File: src/gef_pkg.sv
// gef_pkg: shared types and constants of the gradient edge filter
// used by gef_scan, gef_emit and the core top level; depends on nothing else
package gef_pkg;

  localparam int CFG_BITS   = 12;
  localparam int EDGE_BITS  = 17;
  localparam int COORD_BITS = 11;
  localparam int PIX_PORT_BITS = 16;
  localparam int CFG_ADDR_BITS = 2;

  // configuration register indexes
  localparam logic [CFG_ADDR_BITS-1:0] CFG_IMAGE_WIDTH   = 2'd0;
  localparam logic [CFG_ADDR_BITS-1:0] CFG_IMAGE_HEIGHT  = 2'd1;
  localparam logic [CFG_ADDR_BITS-1:0] CFG_FILTER_ENABLE = 2'd2;

  localparam logic [CFG_BITS-1:0] IMAGE_WIDTH_RESET  = 12'd640;
  localparam logic [CFG_BITS-1:0] IMAGE_HEIGHT_RESET = 12'd480;

  // per-pixel position flags, made by the scan counters
  typedef struct packed {
    logic has_out;   // a row above exists, so a result is due
    logic interior;  // filtered result (enable already folded in)
    logic last_row;  // pixel of the final row, also emits itself
    logic last_col;  // pixel ends its row
  } gef_flags_t;

endpackage

File: src/gef_emit.sv
// gef_emit: gradient arithmetic and the output register that sends one or two results
// depends on gef_pkg for the flag struct and output widths
module gef_emit import gef_pkg::*; #(
  parameter int PIXEL_BITS = 16,
  parameter int CW         = 11,
  parameter int RW         = 11
) (
  input  logic                   clk,
  input  logic                   rst,
  input  logic                   s1_valid,
  input  gef_flags_t             s1_flags,
  input  logic [CW-1:0]          s1_col,
  input  logic [RW-1:0]          s1_row,
  input  logic [PIXEL_BITS-1:0]  s1_pix,
  input  logic [PIXEL_BITS-1:0]  centre,
  input  logic [PIXEL_BITS-1:0]  right,
  output logic                   s1_take,
  output logic                   out_valid,
  input  logic                   out_stall,
  output logic [EDGE_BITS-1:0]   edge_value,
  output logic [COORD_BITS-1:0]  out_row,
  output logic [COORD_BITS-1:0]  out_col,
  output logic                   frame_last
);

  logic                  busy;
  logic                  phase;      // second result (the pixel itself) pending
  logic                  has1;
  logic                  last_col;
  logic [PIXEL_BITS:0]   val0;
  logic [PIXEL_BITS-1:0] pix;
  logic [RW-1:0]         row_cur;
  logic [CW-1:0]         col_cur;

  logic [PIXEL_BITS-1:0] d_below, d_right;
  logic [PIXEL_BITS:0]   grad, val;
  logic                  out_fire, done, load_ok, load;
  logic [RW-1:0]         row_above;

  always_comb begin
    d_below = (s1_pix > centre) ? s1_pix - centre : centre - s1_pix;
    d_right = (right > centre) ? right - centre : centre - right;
    grad    = {1'b0, d_below} + {1'b0, d_right};
    val     = s1_flags.interior ? grad : {1'b0, centre};

    out_fire = busy && !out_stall;
    done     = out_fire && (phase || !has1);
    load_ok  = !busy || done;
    // a first-row pixel carries no result and just leaves stage one
    s1_take  = load_ok || !s1_flags.has_out;
    load     = s1_valid && s1_flags.has_out && load_ok;

    row_above  = row_cur - RW'(1);
    out_valid  = busy;
    out_col    = COORD_BITS'(col_cur);
    if (phase) begin
      edge_value = EDGE_BITS'(pix);
      out_row    = COORD_BITS'(row_cur);
      frame_last = last_col;
    end else begin
      edge_value = EDGE_BITS'(val0);
      out_row    = COORD_BITS'(row_above);
      frame_last = 1'b0;
    end
  end

  always_ff @(posedge clk) begin
    if (rst) begin
      busy  <= 1'b0;
      phase <= 1'b0;
    end else if (load) begin
      busy  <= 1'b1;
      phase <= 1'b0;
    end else if (done) begin
      busy  <= 1'b0;
      phase <= 1'b0;
    end else if (out_fire && has1) begin
      phase <= 1'b1;
    end
  end

  always_ff @(posedge clk) begin
    if (load) begin
      has1     <= s1_flags.last_row;
      last_col <= s1_flags.last_col;
      val0     <= val;
      pix      <= s1_pix;
      row_cur  <= s1_row;
      col_cur  <= s1_col;
    end
  end

  a_phase_needs_pair: assert property (@(posedge clk) disable iff (rst)
    phase |-> busy && has1)
    else $error("second result pending on a single-result pixel");

  a_done_empties: assert property (@(posedge clk) disable iff (rst)
    done && !load |=> !busy)
    else $error("output register still full after its last result");

  a_first_then_second: assert property (@(posedge clk) disable iff (rst)
    out_fire && !phase && has1 |=> busy && phase)
    else $error("pixel of the final row lost its own result");

endmodule

File: config.mk
export PLATFORM = sky130hd
export DESIGN_NAME = gef_emit
export DESIGN_NICKNAME = d
export VERILOG_FILES = /design/src/gef_pkg.sv /design/src/gef_emit.sv
export SDC_FILE = /design/constraint.sdc
export NUM_CORES = 1
export LEC_CHECK = 0
export BUFFER_PORTS_ARGS = -buffer_cell sky130_fd_sc_hd__buf_2
export CAP_MARGIN = 5
export CORE_MARGIN = 1
export CORE_UTILIZATION = 39
export DETAILED_ROUTE_END_ITERATION = 10
export PLACE_DENSITY = 0.62
export SLEW_MARGIN = 10
export SYNTH_ARGS = -nofsm -noshare
export SYNTH_HDL_FRONTEND = slang
export SYNTH_SLANG_ARGS = --single-unit
File: constraint.sdc
create_clock -name clk -period 6.34 [get_ports clk]
set_clock_uncertainty 0.15 [all_clocks]
set_input_delay 0.951 -clock clk [delete_from_list [all_inputs] [get_ports clk]]
set_output_delay 0.951 -clock clk [all_outputs]
set_load 0.02 [all_outputs]
Yosys cells after proc, flatten, opt, wreduce, memory -nomap -nowiden

Index checks and enable logic that the tools add are counted.

Register bits: 59
Input bits: 78
Output and inout port bits: 42
Word-level logic and storage cells: 39

Add/subtract/negate cells: 6
Order comparisons: 2
Muxes and demuxes: 8
Reductions and logical operators: 14

Operator list:

| kind                                                                 | count |
|---|---|
| 16-bit subtractor                                                    | 4 |
| 16-bit two-way mux                                                   | 3 |
| 16-bit greater-than comparator                                       | 2 |
| 16-bit by 16-bit adder with 17-bit output                            | 1 |
| 17-bit two-way mux                                                   | 1 |
| 11-bit two-way mux                                                   | 1 |
| 11-bit by 1-bit subtractor with 11-bit output, second input constant | 1 |
| 1-bit logical AND                                                    | 5 |
| 1-bit logical NOT                                                    | 4 |
| 1-bit logical OR                                                     | 3 |
| 1-bit two-way mux                                                    | 3 |
| 3-bit OR reduction                                                   | 1 |
| 2-bit nonzero test                                                   | 1 |

Logic depth before layout (Yosys ltp)

Word-level depth: 6
Gate-level depth with buffers: 21
Mapped depth without buffers: 20

Worst setup path before layout

Ideal clock, no wire load.

Kind: in2reg
From: input port s1_pix[2]
To: register val0[14], data pin
Setup time: 0.272 ns
Arrival time: 5.026 ns
Required time: 5.918 ns
Slack: 0.892 ns
Cell stages on the path: 19
Path buffers: 2
Cell sequence: inv_1 > ha_1 > buf_6 > a21o_1 > a311o_1 > a2111oi_4 > o21ai_2 > o31ai_4 > buf_8 > o21ai_0 > fa_1 > a21o_1 > a21o_1 > a2111oi_0 > nor2_1 > a21oi_1 > o21ai_0 > xnor2_1 > mux2i_1

Cells in the longest elaborated chain, start to end: 4
Elaborated cells on any way between the ends: 6
Those cells by class: add/sub: 3; order compare: 1; mux: 2

Ends and longest elaborated chain:

| item                                                                | RTL line       | RTL |
|---|---|---|
| from (decl)                                                         | gef_emit.sv:14 | `input logic [PIXEL_BITS-1:0] s1_pix,` |
| 16-bit subtractor or 16-bit greater-than comparator (tied branches) | gef_emit.sv:41 | `d_below = (s1_pix > centre) ? s1_pix - centre : centre - s1_pix;` |
| 16-bit two-way mux *                                                | gef_emit.sv:41 |  |
| 16-bit by 16-bit adder with 17-bit output *                         | gef_emit.sv:43 | `grad = {1'b0, d_below} + {1'b0, d_right};` |
| 16-bit two-way mux *                                                | gef_emit.sv:44 | `val = s1_flags.interior ? grad : {1'b0, centre};` |
| named net val[14]                                                   | gef_emit.sv:36 | `logic [PIXEL_BITS:0] grad, val;` |
| to (signal assigned)                                                | gef_emit.sv:86 | `val0 <= val;` |
| to (decl)                                                           | gef_emit.sv:30 | `logic [PIXEL_BITS:0] val0;` |

The timed path passes the listed nets; every way through them passes the cells marked *.
A chain may end at the register's enable or synchronous reset.

Final worst setup path

From: input port s1_pix[2]
To: register val0[16], data pin

Cells in the longest elaborated chain, start to end: 3
Elaborated cells on any way between the ends: 5
Those cells by class: add/sub: 3; order compare: 1; mux: 1

Ends and longest elaborated chain:

| item                                                                | RTL line |
|---|---|
| 16-bit subtractor or 16-bit greater-than comparator (tied branches) | gef_emit.sv:41 |
| 16-bit two-way mux *                                                | gef_emit.sv:41 |
| 16-bit by 16-bit adder with 17-bit output *                         | gef_emit.sv:43 |

Every way passes the cells marked *; elsewhere a longest branch is shown, timed or not.

==> implementation parameters <==
Parameter                              Value

Floorplanning
  Rows    between 40 and 50
  Starting utilization of the core area    around two fifths
  Die Span Y    126 um
  Area of the placeable core    0.0147 mm^2
  I/O pin count    120
  Die boundary width    126 um
  Die ar.    approximately 0.016 mm^2

Worst setup path
  Worst EP required    approximately 6.3 ns
  CP endpoint    val0[16]
  Critical Path Source    s1_pix[2]
  CP Launch Type    primary input
  Origin of the critical flop-to-flop path    phase
  Data arrival time of the worst path    5.57 ns
  Depth of the worst register-to-register path    5
  Slack of the worst reg-to-reg path    between 3 and 4 ns
  Capturing element type of the critical path    flip-flop
  Reg-to-reg endpoint    out_col[3]
  Crit Path Category    in -> reg
  Critical path peak fanout    13

Synthesis
  Synthesized instance count    634
  Average size of a mapped cell    9.40 um^2
  Area fraction of the dominant cell type after synthesis    between 20% and 30%
  Post-synthesis sequential area ratio    between 20 and 30%
  Library cell occupying the most area in the post-synthesis netlist    edfxtp_1
  FFs w/ async S/R, synth    0%
  Post-Synthesis Net Count    about 800
  Number of enable flip-flop cells after synthesis    57
  Number of distinct library cell variants in the gate-level netlist after synthesis    57
  Area contributors post-synth    edfxtp_1 (29%), ha_1 (17%), a21o_1 (5.4%), mux2i_1 (4.5%), a21oi_1 (4.5%)
  Netlist area before placement    0.00596 mm^2
  Top_reg_cell synth    edfxtp_1
  #FFs+latches synth    59
  Yosys warning total    0

Place
  Final weighted congestion of routability-driven global placement    about 0.9
  Setup Slack @ Placement    between 0.4 and 0.5 ns
  DPL Wire Length    around 13000 um
  PortBufs    around 120

Route
  Number of antenna-violating nets in the routed design    0
  Avg Vias per Cell    5.46
  Vias after detailed routing    between 5000 and 6000
  Number of iterations in the first detailed-routing pass    9
  Routed wire length on met2    7090 um
  Routed wire per std cell    16.6 um
  Routed wire length    15400 um
  Starting DRC count in detailed routing    360
  Met1 layer wirelength in the final routing    approximately 7000 um
  Number of remaining DRC errors    11
  Metal3 WL    between 800 and 900 um
  Highest layer used for signal routing    met4

STA
  Post-route minimum period    ~5.7 ns
  Worst slew pin tran    between 0.5 and 0.6 ns
  Final count of negative-setup-slack endpoints    0
  Fmax    roughly 180 MHz
  Max_slew headroom    around three fifths
  Setup Total Neg Slack    0 ns
  Final Worst Setup Slack    a little under 0.7 ns
  Unrepaired setup endpoints after global routing    false
  Fraction of the cycle the final worst path needs    about nine tenths
  Final hold viol count    0
  Pins Over Slew Limit    0

Final layout
  Commonest cells after routing, fill and taps aside    buf_2 (119), ha_1 (79), inv_1 (64)
  Fill cell count    roughly 1400
  Most frequent standard cell in the layout excluding fill and tap cells    buf_2
  Fraction of final layout cells with drive strength greater than 1    between 20 and 25%
  Net count reported at finish    902
  Post-synthesis to final-layout area growth    17.9%
  N_diodes    0

CTS
  Setup repair bufs after CTS    0
  Clock-pin slew reported for the worst setup and hold paths after clock tree synthesis    about 0.050 ns
  Clock Tree Root    clkbuf_16
  Hold Buf Count CTS    0
  Buffer depth of the longest clock path    2
  CTS tree    yes
  # H-tree levels    3
  TritonCTS Buffers    9
  Worst skew pair latency    ~0.32 ns
  Quantity of gates resized following cts    0
  Clk sinks    59

GRT
  Grt ovf    0
  Number of antenna violations at the first check in global routing    0
  Wire length of the first global-routing pass    about 25000 um
  Via count of the first global-routing pass    4939
  GR Util All Layers    19.7%
  Maximum number of pins on one net before global-route repair    45

Run status
  Status    complete, but fails checks
  Failing checks    design-rule violations

Min path
  Min-delay worst type    reg -> reg

Power
  Ratio of total power to cell area    around 280 mW/mm^2
  IR Drop Worst-Case VDD    between 100 and 150 uV
  Static leakage    0.00343 uW

Job
  Max-cap violation count    0
==> Yosys cell counts, types with 2 or more instances <==
master,number
a211oi_1,5
a21o_1,43
a21oi_1,53
a221o_1,2
a221oi_1,6
a311oi_1,2
a31oi_1,8
a41o_1,2
and2_1,3
and3_1,6
and4_1,2
buf_2,3
clkbuf_1,22
dfxtp_1,2
edfxtp_1,57
fa_1,5
ha_1,79
inv_1,64
mux2_2,17
mux2i_1,27
nand2_1,31
nand2b_1,6
nand3_1,17
nand3b_1,2
nand4_1,5
nor2_1,20
nor2b_1,7
nor3_1,3
nor3b_1,2
nor4_1,5
o211a_1,3
o211ai_1,5
o21a_1,4
o21ai_0,36
o21bai_1,5
o31ai_1,4
or2_2,2
or4_1,2
xnor2_1,30
xor2_1,20
==> cell type report <==
type | instances | area, um^2 | share of cell area, %
Timing Repair Buffer | 123 | 626 | 8.90
Clock inverter | 6 | 104 | 1.48
Clock buffer | 10 | 229 | 3.26
Multi-Input combinational cell | 483 | 3840 | 54.7
Tap cell | 184 | 230 | 3.28
Sequential cell | 59 | 1750 | 24.9
Inverter | 64 | 240 | 3.42
==> sequential cells by signal, summed over array words and instances (netlist names) <==
signal     cells
out_valid      1
row_cur       11
out_col       11
phase          1
val0          17
last_col       1
pix           16
has1           1
==> where the power goes <==
group | total, uW | leakage (uW) | internal (uW) | switching, uW
Clock | 541 | 0.000164 | 380 | 160
Sequential | 487 | 0.000549 | 478 | 9.67
Combinational | 930 | 0.00271 | 394 | 536
Total | 1960 | 0.00343 | 1250 | 706
==> metal layers <==
metal | vias up | track usage (%)
met5 | - | 0
met1 | 2373 | 26.5
met4 | 0 | 6.89
li1 | 2496 | -
met3 | 20 | 2.14
met2 | 180 | 32.7
==> per-stage QoR <==
| stage | instance area, um^2 | utilization (%) | hold WS (ns) | instances | power (uW) |
|---|---|---|---|---|---|
| detailed placement | 6690 | 45.5 | 0.382 | 913 | 1410 |
| global route | 7030 | 47.8 | 0.453 | 929 | 2090 |
| floorplan | 5960 | - | 0.445 | 634 | 1180 |
| CTS | 7030 | 47.8 | 0.389 | 929 | 1960 |
| finish | 7030 | 47.8 | 0.383 | 929 | 1960 |
| global placement | 6690 | 45.5 | 0.368 | 913 | 1390 |
==> how the worst min path moves through the flow <==
stage | cells past startpoint | start | slack (ns) | endpoint
2_1_floorplan | 2 | out_valid | 0.45 | phase
3_5_place_dp | 2 | out_valid | 0.38 | phase
5_1_grt | 2 | out_valid | 0.45 | phase
6_report | 2 | out_valid | 0.38 | phase
4_1_cts | 2 | out_valid | 0.39 | phase
3_3_place_gp | 2 | out_valid | 0.37 | phase
==> logic make-up (layout without fill, tap and decap cells) <==
family                     count (synthesis)  in the layout  synth area share (%)
and+or+nand+nor                          116            116                  9.93
xor gates and xnor gates                  50             50                  7.35
DFF                                       59             59                  29.4
adders and majority gates                 84             84                  18.3
muxes                                     44             44                  7.75
AOI/OAI and AO/OA                        189            189                  21.1
buffers and inverters                     92            203                  6.17
==> critical path: stages <==
cell,delay [ns]
buf_2,0.10
inv_1,0.04
ha_1,0.40
a21o_1,0.21
a311o_1,0.40
a2111oi_4,0.38
o21ai_2,0.16
o31ai_4,0.28
buf_4,0.31
mux2i_1,0.28
xor2_1,0.21
ha_1,0.33
a21o_1,0.20
a2111oi_0,0.48
nor2_1,0.20
nand3_1,0.13
nand2_1,0.10
a221oi_1,0.32
nor2b_1,0.09
No activity file was read; power rests on OpenSTA's default activity.
