## config.mk

```make
export PLATFORM = sky130hd
export DESIGN_NAME = gef_scan
export DESIGN_NICKNAME = d
export VERILOG_FILES = /design/src/gef_pkg.sv /design/src/gef_scan.sv
export SDC_FILE = /design/constraint.sdc
export NUM_CORES = 1
export LEC_CHECK = 0
export BUFFER_PORTS_ARGS = -buffer_cell sky130_fd_sc_hd__buf_2
export CORE_MARGIN = 2
export CORE_UTILIZATION = 52
export CTS_CLUSTER_DIAMETER = 40
export DETAILED_ROUTE_END_ITERATION = 10
export PLACE_DENSITY = 0.77
export SLEW_MARGIN = 20
export SYNTH_ARGS = -nofsm -noshare
export SYNTH_HDL_FRONTEND = slang
export SYNTH_SLANG_ARGS = --single-unit
```

## constraint.sdc

```tcl
create_clock -name clk -period 8.29 [get_ports clk]
set_input_delay 0 -clock clk [delete_from_list [all_inputs] [get_ports clk]]
set_output_delay 0 -clock clk [all_outputs]
set_load 0.03 [all_outputs]
```

## src/gef_pkg.sv

```systemverilog
// gef_pkg: shared types and constants of the gradient edge filter
// used by gef_scan, gef_emit and the core top level; depends on nothing else
package gef_pkg;

  localparam int CFG_BITS   = 12;
  localparam int EDGE_BITS  = 17;
  localparam int COORD_BITS = 11;
  localparam int PIX_PORT_BITS = 16;
  localparam int CFG_ADDR_BITS = 2;

  // configuration register indexes
  localparam logic [CFG_ADDR_BITS-1:0] CFG_IMAGE_WIDTH   = 2'd0;
  localparam logic [CFG_ADDR_BITS-1:0] CFG_IMAGE_HEIGHT  = 2'd1;
  localparam logic [CFG_ADDR_BITS-1:0] CFG_FILTER_ENABLE = 2'd2;

  localparam logic [CFG_BITS-1:0] IMAGE_WIDTH_RESET  = 12'd640;
  localparam logic [CFG_BITS-1:0] IMAGE_HEIGHT_RESET = 12'd480;

  // per-pixel position flags, made by the scan counters
  typedef struct packed {
    logic has_out;   // a row above exists, so a result is due
    logic interior;  // filtered result (enable already folded in)
    logic last_row;  // pixel of the final row, also emits itself
    logic last_col;  // pixel ends its row
  } gef_flags_t;

endpackage

```

## src/gef_scan.sv

```systemverilog
// gef_scan: row and column counters of the raster and the per-pixel flags
// depends on gef_pkg for the flag struct and config widths
module gef_scan import gef_pkg::*; #(
  parameter int MAX_WIDTH  = 2048,
  parameter int MAX_HEIGHT = 2048
) (
  input  logic                          clk,
  input  logic                          rst,
  input  logic                          advance,
  input  logic [CFG_BITS-1:0]           image_width,
  input  logic [CFG_BITS-1:0]           image_height,
  input  logic                          filter_enable,
  output logic [$clog2(MAX_WIDTH)-1:0]  col,
  output logic [$clog2(MAX_HEIGHT)-1:0] row,
  output gef_flags_t                    flags
);

  localparam int CW = $clog2(MAX_WIDTH);
  localparam int RW = $clog2(MAX_HEIGHT);
  localparam int WB = $clog2(MAX_WIDTH + 1);
  localparam int HB = $clog2(MAX_HEIGHT + 1);
  localparam int MB = (WB > HB) ? WB : HB;
  localparam int SW = (MB > CFG_BITS) ? MB : CFG_BITS;

  logic [SW-1:0] w_cfg, h_cfg, w_eff, h_eff;
  logic [SW-1:0] c_ext, r_ext, ar_ext;
  logic [CW-1:0] col_next;
  logic [RW-1:0] row_next;

  always_comb begin
    w_cfg = SW'(image_width);
    h_cfg = SW'(image_height);
    if (w_cfg < SW'(2)) begin
      w_eff = SW'(2);
    end else if (w_cfg > SW'(MAX_WIDTH)) begin
      w_eff = SW'(MAX_WIDTH);
    end else begin
      w_eff = w_cfg;
    end
    if (h_cfg < SW'(2)) begin
      h_eff = SW'(2);
    end else if (h_cfg > SW'(MAX_HEIGHT)) begin
      h_eff = SW'(MAX_HEIGHT);
    end else begin
      h_eff = h_cfg;
    end
    c_ext  = SW'(col);
    r_ext  = SW'(row);
    ar_ext = r_ext - SW'(1);

    flags.has_out  = (row != '0);
    flags.last_col = (c_ext >= w_eff - SW'(1));
    flags.last_row = (r_ext >= h_eff - SW'(1));
    flags.interior = filter_enable && flags.has_out &&
                     (ar_ext >= SW'(1)) && (ar_ext <= h_eff - SW'(2)) &&
                     (col != '0) && (c_ext <= w_eff - SW'(2));

    // a column past a shrunken width still ends the row
    if (flags.last_col) begin
      col_next = '0;
      row_next = flags.last_row ? '0 : row + RW'(1);
    end else begin
      col_next = col + CW'(1);
      row_next = row;
    end
  end

  always_ff @(posedge clk) begin
    if (rst) begin
      col <= '0;
      row <= '0;
    end else if (advance) begin
      col <= col_next;
      row <= row_next;
    end
  end

endmodule

```

After elaboration in Yosys (flattened, before gate mapping). Cells that the tools add are included.

Divide/modulo/power cells: 0. $lt $le $gt $ge: 9. Multiply operators: 0. Shift operators: 0. Bitwise operators: 0. Mux-type cells: 6. Eq/ne operators: 0. Add/subtract/negate cells: 7. Reductions and logical operators: 8.

Operators with widths (number): 2-to-1 mux 12 bit (4); >= comparator 11 x 12 -> 1 bit (2); greater-than comparator 12 bit, second input constant (2); < comparator 12 x 2 -> 1 bit, second input constant (2); subtractor 12 x 1 -> 12 bit, second input constant (2); subtractor 12 x 2 -> 12 bit, second input constant (2); adder 11 x 1 -> 11 bit, second input constant (2); 2-to-1 mux 11 bit (2); nonzero test 11 bit (2); >= comparator 12 x 1 -> 1 bit, second input constant (1); less-or-equal comparator 11 x 12 -> 1 bit (1); less-or-equal comparator 12 bit (1); subtractor 11 x 1 -> 12 bit, second input constant (1); logical AND 1 bit (5); AND reduction 2 bit (1).

Word-level logic and storage cells: 32. Bits in latches: 0. Memories kept: 0. Bits in read-only memories: 0. Output and inout port bits: 26. Register bits: 22. RAM bits: 0.

Depth between registers and ports, before layout. Gate-level depths: netlist of the first run.

Depth in word-level cells: 8. Mapped depth: 18.

Worst setup path before layout of the first run. No wires, ideal clock.

Path kind: input to output. Start: in image_height[8]. End: out flags[2] (netlist name). Arrival: 3.661 ns. Path slack: 4.629 ns. Stages on the path: 17. Cell sequence: buf_2 > nor3_2 > and3_4 > o21ai_0 > ha_1 > clkbuf_1 > o21ai_0 > nor3_1 > nor2_1 > a21oi_1 > ha_1 > a21o_1 > a21o_1 > a21oi_1 > o211ai_1 > o31a_1 > nor4_1.

RTL lines: start, declared (line gef_scan.sv:11) `input logic [CFG_BITS-1:0] image_height,`; end, declared (line gef_scan.sv:15) `output gef_flags_t flags`.

Worst setup path in the final report of the first run.
Start: in image_width[3]. End: reg row[3].

Longest elaborated chain between the ends: 6.

Ends and longest elaborated chain: start, declared (line gef_scan.sv:10) `input logic [CFG_BITS-1:0] image_width,`; greater-than comparator 12 bit (line gef_scan.sv:35) `end else if (w_cfg > SW'(MAX_WIDTH)) begin`; 2-to-1 mux 12 bit (line gef_scan.sv:35); 2-to-1 mux 12 bit * (line gef_scan.sv:33) `if (w_cfg < SW'(2)) begin`; subtractor 12 x 1 -> 12 bit * (line gef_scan.sv:52) `flags.last_col = (c_ext >= w_eff - SW'(1));`; >= comparator 11 x 12 -> 1 bit * (line gef_scan.sv:52); AND reduction 2 bit (no source line) *; end signal, assigned (line gef_scan.sv:74) `row <= row_next;`; end, declared (line gef_scan.sv:14) `output logic [$clog2(MAX_HEIGHT)-1:0] row,`.

Mark *: on every way between the ends. The rest lies on a longest branch, timed or not. A chain may end at the register's enable or synchronous reset.

==> results.toml, run 1 <==
[run_status]
outcome = "completed"

[timing]
slew_headroom_pct = 48.0
finalCritPeriodShare_pct = 45.0
fin_setup_tns_ps = 0
report.final.slew_viol_count = 0
tightest_slew_ps = 778
setup_ws_ps = 4560
rsz0062_at_grt = "false"
hold_slack_ps = 100
hold_viol = 0
max_freq_mhz = 268
fin_worst_skew_ps = 4.79
setup_viol = 0
layout_min_cycle_time_ps = 3730

[place]
port_buffers = 53
dp_slack_ps = 4470
gp_congestion = 0.957
hpwl_mm = 7.53

[synth]
synth_top_area_cell = "ha_1"
synth_flop_cell = "dfxtp_1"
yosysMostFrequentCell = "ha_1"
synth_cell_type_count = 70
synth.avg_cell_area_um2 = 7.57
synth_area_leaders = "ha_1 20%, dfxtp_1 12%, nor2_1 5.2%, nand2_1 4.8%, a21oi_1 3.5%"
synth_warnings = 0
synth-seq-cells = 22
synth_common_cells = "57 x ha_1, 49 x nor2_1, 45 x nand2_1"
synth_edf_count = 0
netlist_instances = 468
synth_fp_nets = 553
async_reset_ff_share_pct = 0
syn_area_um2 = 3540
synth_top_area_share_pct = 20.1
synth_seq_area_share_pct = 12.4

[critical_path]
crit_type = "in2reg"
worst-endpoint-arrival_ps = 3940
cp-end-kind = "register"
startpoint_type = "primary input"
cpPeakStageDelay_ps = 610
r2r_slack_ps = 5740
r2r_end = "row[10]"
critPathSlowestCell = "or4_1"
cp_data_required_time_ps = 8500
reg2reg_depth = 8
regToRegStartpoint = "row[0]"
worstPathMaxFanout = 19
path_cells = "buf_2 > or4_1 > nor3_1 > nor2_1 > nor2_1 > inv_1 > ha_1 > nand2_1 > nor3_1 > o31ai_1 > a32oi_1 > ha_1 > a2111oi_0 > o21ai_0 > a21oi_1 > o21ai_1 > buf_4 > o22ai_1 > a21o_1"

[global_route]
grt_pass1_vias = 3242
antenna_found_initial = 0
grt.total_usage_pct = 25.4
grt-ovfl-total = 0
grt_max_degree = 20
grt_pass1_wl_mm = 15.6

[detailed_routing]
wl_per_cell_um = 16.0
drc = 0
vias = 3717
ant_nets = 0
drt_iter0_drc = 171
firstDrtPassIters = 5
drt-vias-per-instance = 6.31
wirelength_mm = 9.43

[finish]
antenna_cells = 0
drive_above_1_share_pct = 16.3
area_growth_pct = 9.75
nets = 596
nFillCells = 652

[clock_network]
cts_buffers = 3
post-cts-setup-buffers = 0
cts-root-buf = "clkbuf_8"
cts_buffer_depth = 2
cts_max_level = 1
cts_resized = 0
insertion_delay_ps = 260
cts_tree = "built"
numClockSinks = 22
clkTransAtPathRegs_ps = 80

[pwr]
leakage_uw = 0.00176
power_switching_uw = 139
powerDensity_nw_per_um2 = 89.3
irDropWorstVdd_uv = 71.5
power_frac_comb_pct = 48.8
swShare_pct = 40.0
power_frac_clock_pct = 18.9
intPower_uw = 208
p_seq_share_pct = 32.3

[floorplan]
dieHeight_um = 86.5
boundaryPins = 54
start_util_pct = 53.0
fp.coreArea_um2 = 6680
die_w_um = 86.5
die_area_um2 = 7490
rows = 30

[min_path]
hp-class = "in2reg"
hold_end = "col[0]"
worstHoldStart = "advance"
holdPathStages = 3

[flow_run]
max_cap_violations = 0
-- area by class of cell --
cell class / count / area (um^2) / share of cell area [%]
sequential: 22 / 440 / 11.3
inverter: 17 / 66.3 / 1.71
tap: 80 / 100 / 2.57
timing repair buffer: 55 / 283 / 7.27
multi-input combinational: 412 / 2960 / 76.1
clock buffer: 3 / 41.3 / 1.06
-- layout by cell type, fill, tap and decap left out, types with 4 or more instances in the layout --
cell	n
o21ai_0	24
or2_2	4
a21o_1	9
nand2_1	45
buf_2	53
or3_1	8
ha_1	57
nor2b_1	13
a22o_1	9
nor3_1	15
xnor2_1	14
a21oi_1	25
xor2_1	14
o21a_1	5
and3_1	8
nand3_1	9
nand4_1	9
o211ai_1	8
a31oi_1	4
dfxtp_1	22
inv_1	15
a211oi_1	7
nor2_1	49
nor4_1	8
-- power groups by stage --
stage	clock, uW	combinational (uW)	sequential [uW]
after global placement	0	161	114
after floorplan	0	120	116
after global routing	72.6	190	113
after detailed placement	0	166	115
after CTS	67.2	168	112
final	65.5	170	112
-- worst max path at each step --
stage	from	endpoint	slack, ps	cells after the start
CTS	image_height[8]	flags[2]	4590	17
finish	image_width[3]	row[3]	4560	19
global route	image_height[8]	flags[2]	4260	17
global placement	image_width[3]	flags[2]	4640	12
floorplan	image_height[8]	flags[2]	4630	17
detailed placement	image_width[3]	row[3]	4470	19
-- through the flow --
step / power, uW / utilization (%) / instances / cell area (um^2)
after floorplan: 236 / - / 468 / 3540
after global placement: 276 / 57.4 / 585 / 3840
after detailed placement: 281 / 57.4 / 585 / 3840
after CTS: 347 / 58.2 / 589 / 3890
after global routing: 375 / 58.2 / 589 / 3890
final: 347 / 58.2 / 589 / 3890
-- critical path, delay by kind of cell --
family | cells | cell delay (ps)
compound gates | 8 | 1540
simple gates | 6 | 1280
fa+ha+maj | 2 | 640
buf+inv | 3 | 460
-- timing repair --
action | CTS | global route
hold buffers | 1 | 0
setup endpoints to repair | 0 | 0
endpoints found under the hold margin | 3 | 0
-- layer usage --
layer	wire length, um	share of wire, %	GRT usage, %
met2	4720	50	45.0
met3	577	6.1	3.24
met4	136	1.4	5.11
met5	0	0	0
met1	4000	42	32.9
-- cell families (layout without fill, tap and decap cells) --
| logic type | Yosys count | in the layout | synth area share, % |
|---|---|---|---|
| adder cells (fa/ha/maj) | 57 | 57 | 20.1 |
| multiplexers | 2 | 2 | 0.565 |
| buffers and inverters | 34 | 75 | 4.10 |
| XOR/XNOR | 28 | 28 | 6.92 |
| AND/OR/NAND/NOR | 202 | 202 | 30.8 |
| AO/OA/AOI/OAI | 123 | 123 | 25.0 |
| flip-flops | 22 | 22 | 12.4 |
-- state kept, by name, summed over array words and instances, names as in the netlist --
register / flops
row: 11
col: 11
Note: power is estimated with default switching activity, not from simulation.
==> inputs of run 2 (changes only) <==
PLACE_DENSITY = 0.8   (was 0.77)
clock period = 3.4 ns   (was 8.29 ns; I/O delays follow)
==> run 2 against run 1 <==
  * Global-route usage grew 2.5 points
  * Sequential cell count did not move
  * Worst setup slack got worse by 4400 ps
  * Total power increased to 2.9 times the previous value
  * Largest power group unchanged
==> results.toml, run 2 (synthesis results as in run 1) <==
[floorplan]
fp.coreArea_um2 = 6680
boundaryPins = 54
rows = 30
dieHeight_um = 86.5
die_area_um2 = 7490
start_util_pct = 53.0
die_w_um = 86.5

[clock_network]
clkTransAtPathRegs_ps = 80
cts_buffers = 3
insertion_delay_ps = 260
cts-root-buf = "clkbuf_8"
cts_tree = "built"
cts_buffer_depth = 2
numClockSinks = 22
cts_max_level = 1

[timing]
setup_ws_ps = 147
finalCritPeriodShare_pct = 95.7
max_freq_mhz = 307
fin_worst_skew_ps = 2.73
hold_viol = 0
slew_headroom_pct = 64.7
setup_viol = 0
report.final.slew_viol_count = 0
fin_setup_tns_ps = 0
layout_min_cycle_time_ps = 3250
tightest_slew_ps = 525

[finish]
antenna_cells = 0
multi_input_area_um2 = 3030
drive_above_1_share_pct = 27.8
reg.largest.list = "col: 11 flops, row: 11 flops"
most-common-layout-cells = "61 x buf_4, 56 x ha_1, 53 x buf_2"
nets = 658
seq_area_um2 = 440
area_growth_pct = 26.4
nFillCells = 577
final_common_cell = "buf_4"

[critical_path]
critPathSlowestCell = "dfxtp_1"
crit_family = "simple AND/OR/NAND/NOR gates"
worst-endpoint-arrival_ps = 3250
worstPathMaxFanout = 11
cp-end-kind = "output port"
crit_buf_inv = 2
path_cells = "buf_4 > nor3_1 > nor3b_1 > xor2_1 > ha_1 > a21o_1 > a21o_1 > a21oi_1 > o211ai_1 > o31a_1 > nor4_2 > buf_4"
cpPeakStageDelay_ps = 350
critPathLaunch = "row[2]"
reg2reg_depth = 10
startpoint_type = "register"
r2r_slack_ps = 970
crit_type = "reg2out"
r2r_end = "row[4]"
regToRegStartpoint = "row[0]"
cp_data_required_time_ps = 3400

[global_route]
grt_pass1_wl_mm = 17.3
grt_max_degree = 16
grt.total_usage_pct = 27.9
grt-ovfl-total = 0
antenna_found_initial = 0
grt_pass1_vias = 3828

[detailed_routing]
wl_met3_um = 691
firstDrtPassIters = 6
drc = 0
route.met2.wl_mm = 5.03
drt-vias-per-instance = 6.19
drt_iter0_drc = 179
wl_per_cell_um = 16.0
wl_met1_mm = 4.40
ant_nets = 0
vias = 4039
highest_layer = "met4"
wirelength_mm = 10.4

[flow_run]
max_cap_violations = 0

[min_path]
worstHoldStart = "advance"
hp-class = "in2reg"
hold_end = "col[1]"
holdPathStages = 3

[place]
dp_slack_ps = -204
port_buffers = 53
hpwl_mm = 8.30
gp_congestion = 0.892

[pwr]
p_seq_share_pct = 27.3
intPower_uw = 637
power_frac_clock_pct = 24.0
powerDensity_nw_per_um2 = 224
swShare_pct = 36.4
power_switching_uw = 364
irDropWorstVdd_uv = 155
leakage_uw = 0.00210
power_frac_comb_pct = 48.6

[run_status]
outcome = "completed"
[run 2: cell types whose count changed in the layout (fill, tap and decap cells not counted), moves of 2 or more]
cell / previous run / this run
buf_4: 1 / 61
a2111oi_0: 2 / 0
a2111oi_2: 0 / 2
nor3_1: 15 / 13
nor3_2: 3 / 5
o21ai_0: 24 / 22
or4_1: 3 / 1
or4_4: 2 / 4
[run 2: layer usage]
layer	global-route usage (%)	vias to the layer above
met5	0	-
met4	9.38	0
met3	5.05	33
met2	47.2	157
met1	35.6	1886
li1	-	1963
[run 2: repair_timing]
item / 4_1_cts / 5_1_grt
endpoints found under the hold margin: 3 / 0
pin swaps: 0 / 6
cloned: 0 / 1
buffers inserted: 0 / 5
hold buffers: 1 / 0
resized for setup: 1 / 17
endpoints found under the setup margin: 1 / 24
[run 2: through the flow]
stage               utilization, %  area (um^2)  instances  hold WS, ps  power [uW]
finish                        67.0         4480        652         78.1        1000
global route                  67.0         4480        652         93.5        1070
CTS                           65.1         4350        646         73.3         982
detailed placement            63.9         4270        641          217         740
global placement              63.9         4270        641          210         721
floorplan                        -         3550        468         69.1         576
[run 2: area by class of cell]
class | count | share of cell area, %
flip-flops and latches | 22 | 9.84
well taps | 80 | 2.24
clock inverters | 1 | 0.671
clock buffers | 3 | 0.922
repair buffers | 117 | 17.1
multi-input cells | 412 | 67.8
inverters | 17 | 1.48
[run 2: worst max path at each step]
stage | slack (ps) | depth (start not counted) | end
2_1_floorplan | 50 | 18 | col[9]
3_3_place_gp | -110 | 16 | row[10]
3_5_place_dp | -200 | 17 | row[10]
4_1_cts | 20 | 17 | flags[2]
5_1_grt | -20 | 18 | flags[2]
6_report | 150 | 12 | flags[2]
[run 2: worst register-to-register path: cells and delay by family (launching register included)]
| family | cells | cell delay [ps] |
|---|---|---|
| compound gates | 5 | 900 |
| fa+ha+maj | 1 | 330 |
| buf+inv | 3 | 490 |
| flops | 1 | 560 |
| simple gates | 1 | 50 |
[run 2: power groups by stage]
stage	Clock, uW	Combinational (uW)	Sequential [uW]
2_1_floorplan	0	294	282
3_3_place_gp	0	442	279
3_5_place_dp	0	461	279
4_1_cts	244	466	273
5_1_grt	256	540	274
6_report	241	487	274
==> inputs of run 3 (changes only) <==
CORE_ASPECT_RATIO = 1.75   (was default)
PLACE_DENSITY = 0.81   (was 0.8)
==> run 3 against run 2 <==
  * Clock skew is essentially flat
  * Sequential cell count is the same
  * Clock power grew 13%
  * Sequential share of layout area grew 0.089 points
  * Sequential power is essentially flat
  * Via count shrank 0.25%
  * Critical path type is now in2reg
  * Largest power group unchanged
  * Highest routed layer unchanged
==> results.toml, run 3 (synthesis results as in run 1) <==
[critical_path]
cpPeakStageDelay_ps = 570
r2r_slack_ps = 900
regToRegStartpoint = "row[0]"
reg2reg_depth = 10
crit_type = "in2reg"
r2r_end = "row[4]"
critPathSlowestCell = "or4_1"
crit_buf_inv = 3
worst-endpoint-arrival_ps = 3500
startpoint_type = "primary input"
crit_family = "simple AND/OR/NAND/NOR gates"
cp-end-kind = "register"
cp_data_required_time_ps = 3580
path_cells = "buf_2 > or4_1 > nor3_2 > nor2_1 > nor2_1 > inv_1 > ha_1 > nand2_2 > and2_4 > a21o_1 > o211ai_1 > ha_1 > o21ai_0 > o21ai_1 > a21oi_2 > buf_4 > or2_4 > or3_1 > a21oi_1"
worstPathMaxFanout = 5

[clock_network]
clkTransAtPathRegs_ps = 60
cts_max_level = 1
cts_buffers = 3
cts-root-buf = "clkbuf_16"
numClockSinks = 22
cts_buffer_depth = 2
cts_tree = "built"
insertion_delay_ps = 250

[finish]
nFillCells = 577
most-common-layout-cells = "57 x buf_4, 54 x ha_1, 52 x buf_2"
reg.largest.list = "col: 11 flops, row: 11 flops"
final_cells = 649
drive_above_1_share_pct = 27.7
antenna_cells = 0
nets = 653
area_growth_pct = 26.0
final_cell_area_um2 = 4460
final_common_cell = "buf_4"

[place]
hpwl_mm = 8.71
dpl.cell_count = 642
port_buffers = 53
placed_cell_area_um2 = 4260
gp_congestion = 0.995

[global_route]
grt_pass1_wl_mm = 17.5
grt_pass1_vias = 3983
grt_max_degree = 16
grt.total_usage_pct = 28.8
grt-ovfl-total = 0
antenna_found_initial = 0

[pwr]
intPower_uw = 660
swShare_pct = 36.3
power_frac_comb_pct = 47.0
power_frac_clock_pct = 26.3
power_uw = 1040
powerDensity_nw_per_um2 = 232
power_switching_uw = 376
leakage_uw = 0.00208
p_seq_share_pct = 26.7
irDropWorstVdd_uv = 274

[detailed_routing]
wl_met3_um = 382
wirelength_mm = 10.9
wl_per_cell_um = 16.7
vias = 4029
ant_nets = 0
highest_layer = "met4"
drt-vias-per-instance = 6.21
drt_iter0_drc = 268
wl_met1_mm = 4.15
drc = 0
firstDrtPassIters = 4
route.met2.wl_mm = 5.73

[timing]
finalCritPeriodShare_pct = 97.6
hold_viol = 0
tightest_slew_ps = 558
hold_slack_ps = 98.4
report.final.slew_viol_count = 0
fin_worst_skew_ps = 3.18
max_freq_mhz = 301
slew_headroom_pct = 62.4
setup_viol = 0
fin_setup_tns_ps = 0
layout_min_cycle_time_ps = 3320

[flow_run]
max_cap_violations = 0

[floorplan]
rows = 39
boundaryPins = 54
die_w_um = 66.4
start_util_pct = 54.2
die_area_um2 = 7510
fp.coreArea_um2 = 6540
dieHeight_um = 113

[min_path]
hold_end = "col[1]"
hp-class = "in2reg"
holdPathStages = 3
worstHoldStart = "advance"

[run_status]
outcome = "completed"
==> run 3: through the flow <==
step	setup slack [ps]	util (%)
3_3_place_gp	-103	65.2
5_1_grt	-199	68.2
2_1_floorplan	52.0	-
4_1_cts	48.2	66.9
6_report	80.0	68.2
3_5_place_dp	-239	65.2
==> run 3: metal layers <==
metal | track usage (%) | up-vias
li1 | - | 1951
met1 | 30.7 | 1884
met2 | 53.1 | 151
met3 | 2.58 | 43
met4 | 15.9 | 0
met5 | 0 | -
==> run 3: timing repair <==
item,4_1_cts,5_1_grt
gates resized for setup,3,19
endpoints found under the hold margin,3,0
hold buffers,1,0
setup endpoints to repair,2,24
setup buffers,0,2
pin swaps,0,5
==> run 3: worst max path at each step <==
stage / depth (start not counted) / slack (ps) / end / startpoint
after CTS: 16 / 50 / flags[2] / image_width[9]
final: 19 / 80 / row[1] / image_width[3]
after detailed placement: 16 / -240 / row[6] / image_width[9]
after global placement: 16 / -100 / row[7] / image_width[9]
after floorplan: 18 / 50 / col[9] / image_width[4]
after global routing: 18 / -200 / row[4] / image_width[3]
==> run 3: layout make-up <==
type	instances	area, um^2	area share, %
flip-flops and latches	22	443	9.93
repair buffers	112	729	16.3
inverters	17	66.3	1.49
well taps	82	103	2.30
clock buffers	4	88.8	1.99
multi-input cells	412	3030	67.9
==> run 3: power groups by stage <==
stage | clock, uW | sequential, uW | combinational, uW
3_3_place_gp | 0 | 279 | 449
5_1_grt | 279 | 278 | 536
3_5_place_dp | 0 | 280 | 467
4_1_cts | 271 | 274 | 472
6_report | 272 | 277 | 487
2_1_floorplan | 0 | 282 | 294
==> run 3: tightest hold or removal path: cells and delay by family <==
family,cells,cell delay (ps)
buf+inv,1,140
simple gates,1,90
compound gates,1,60
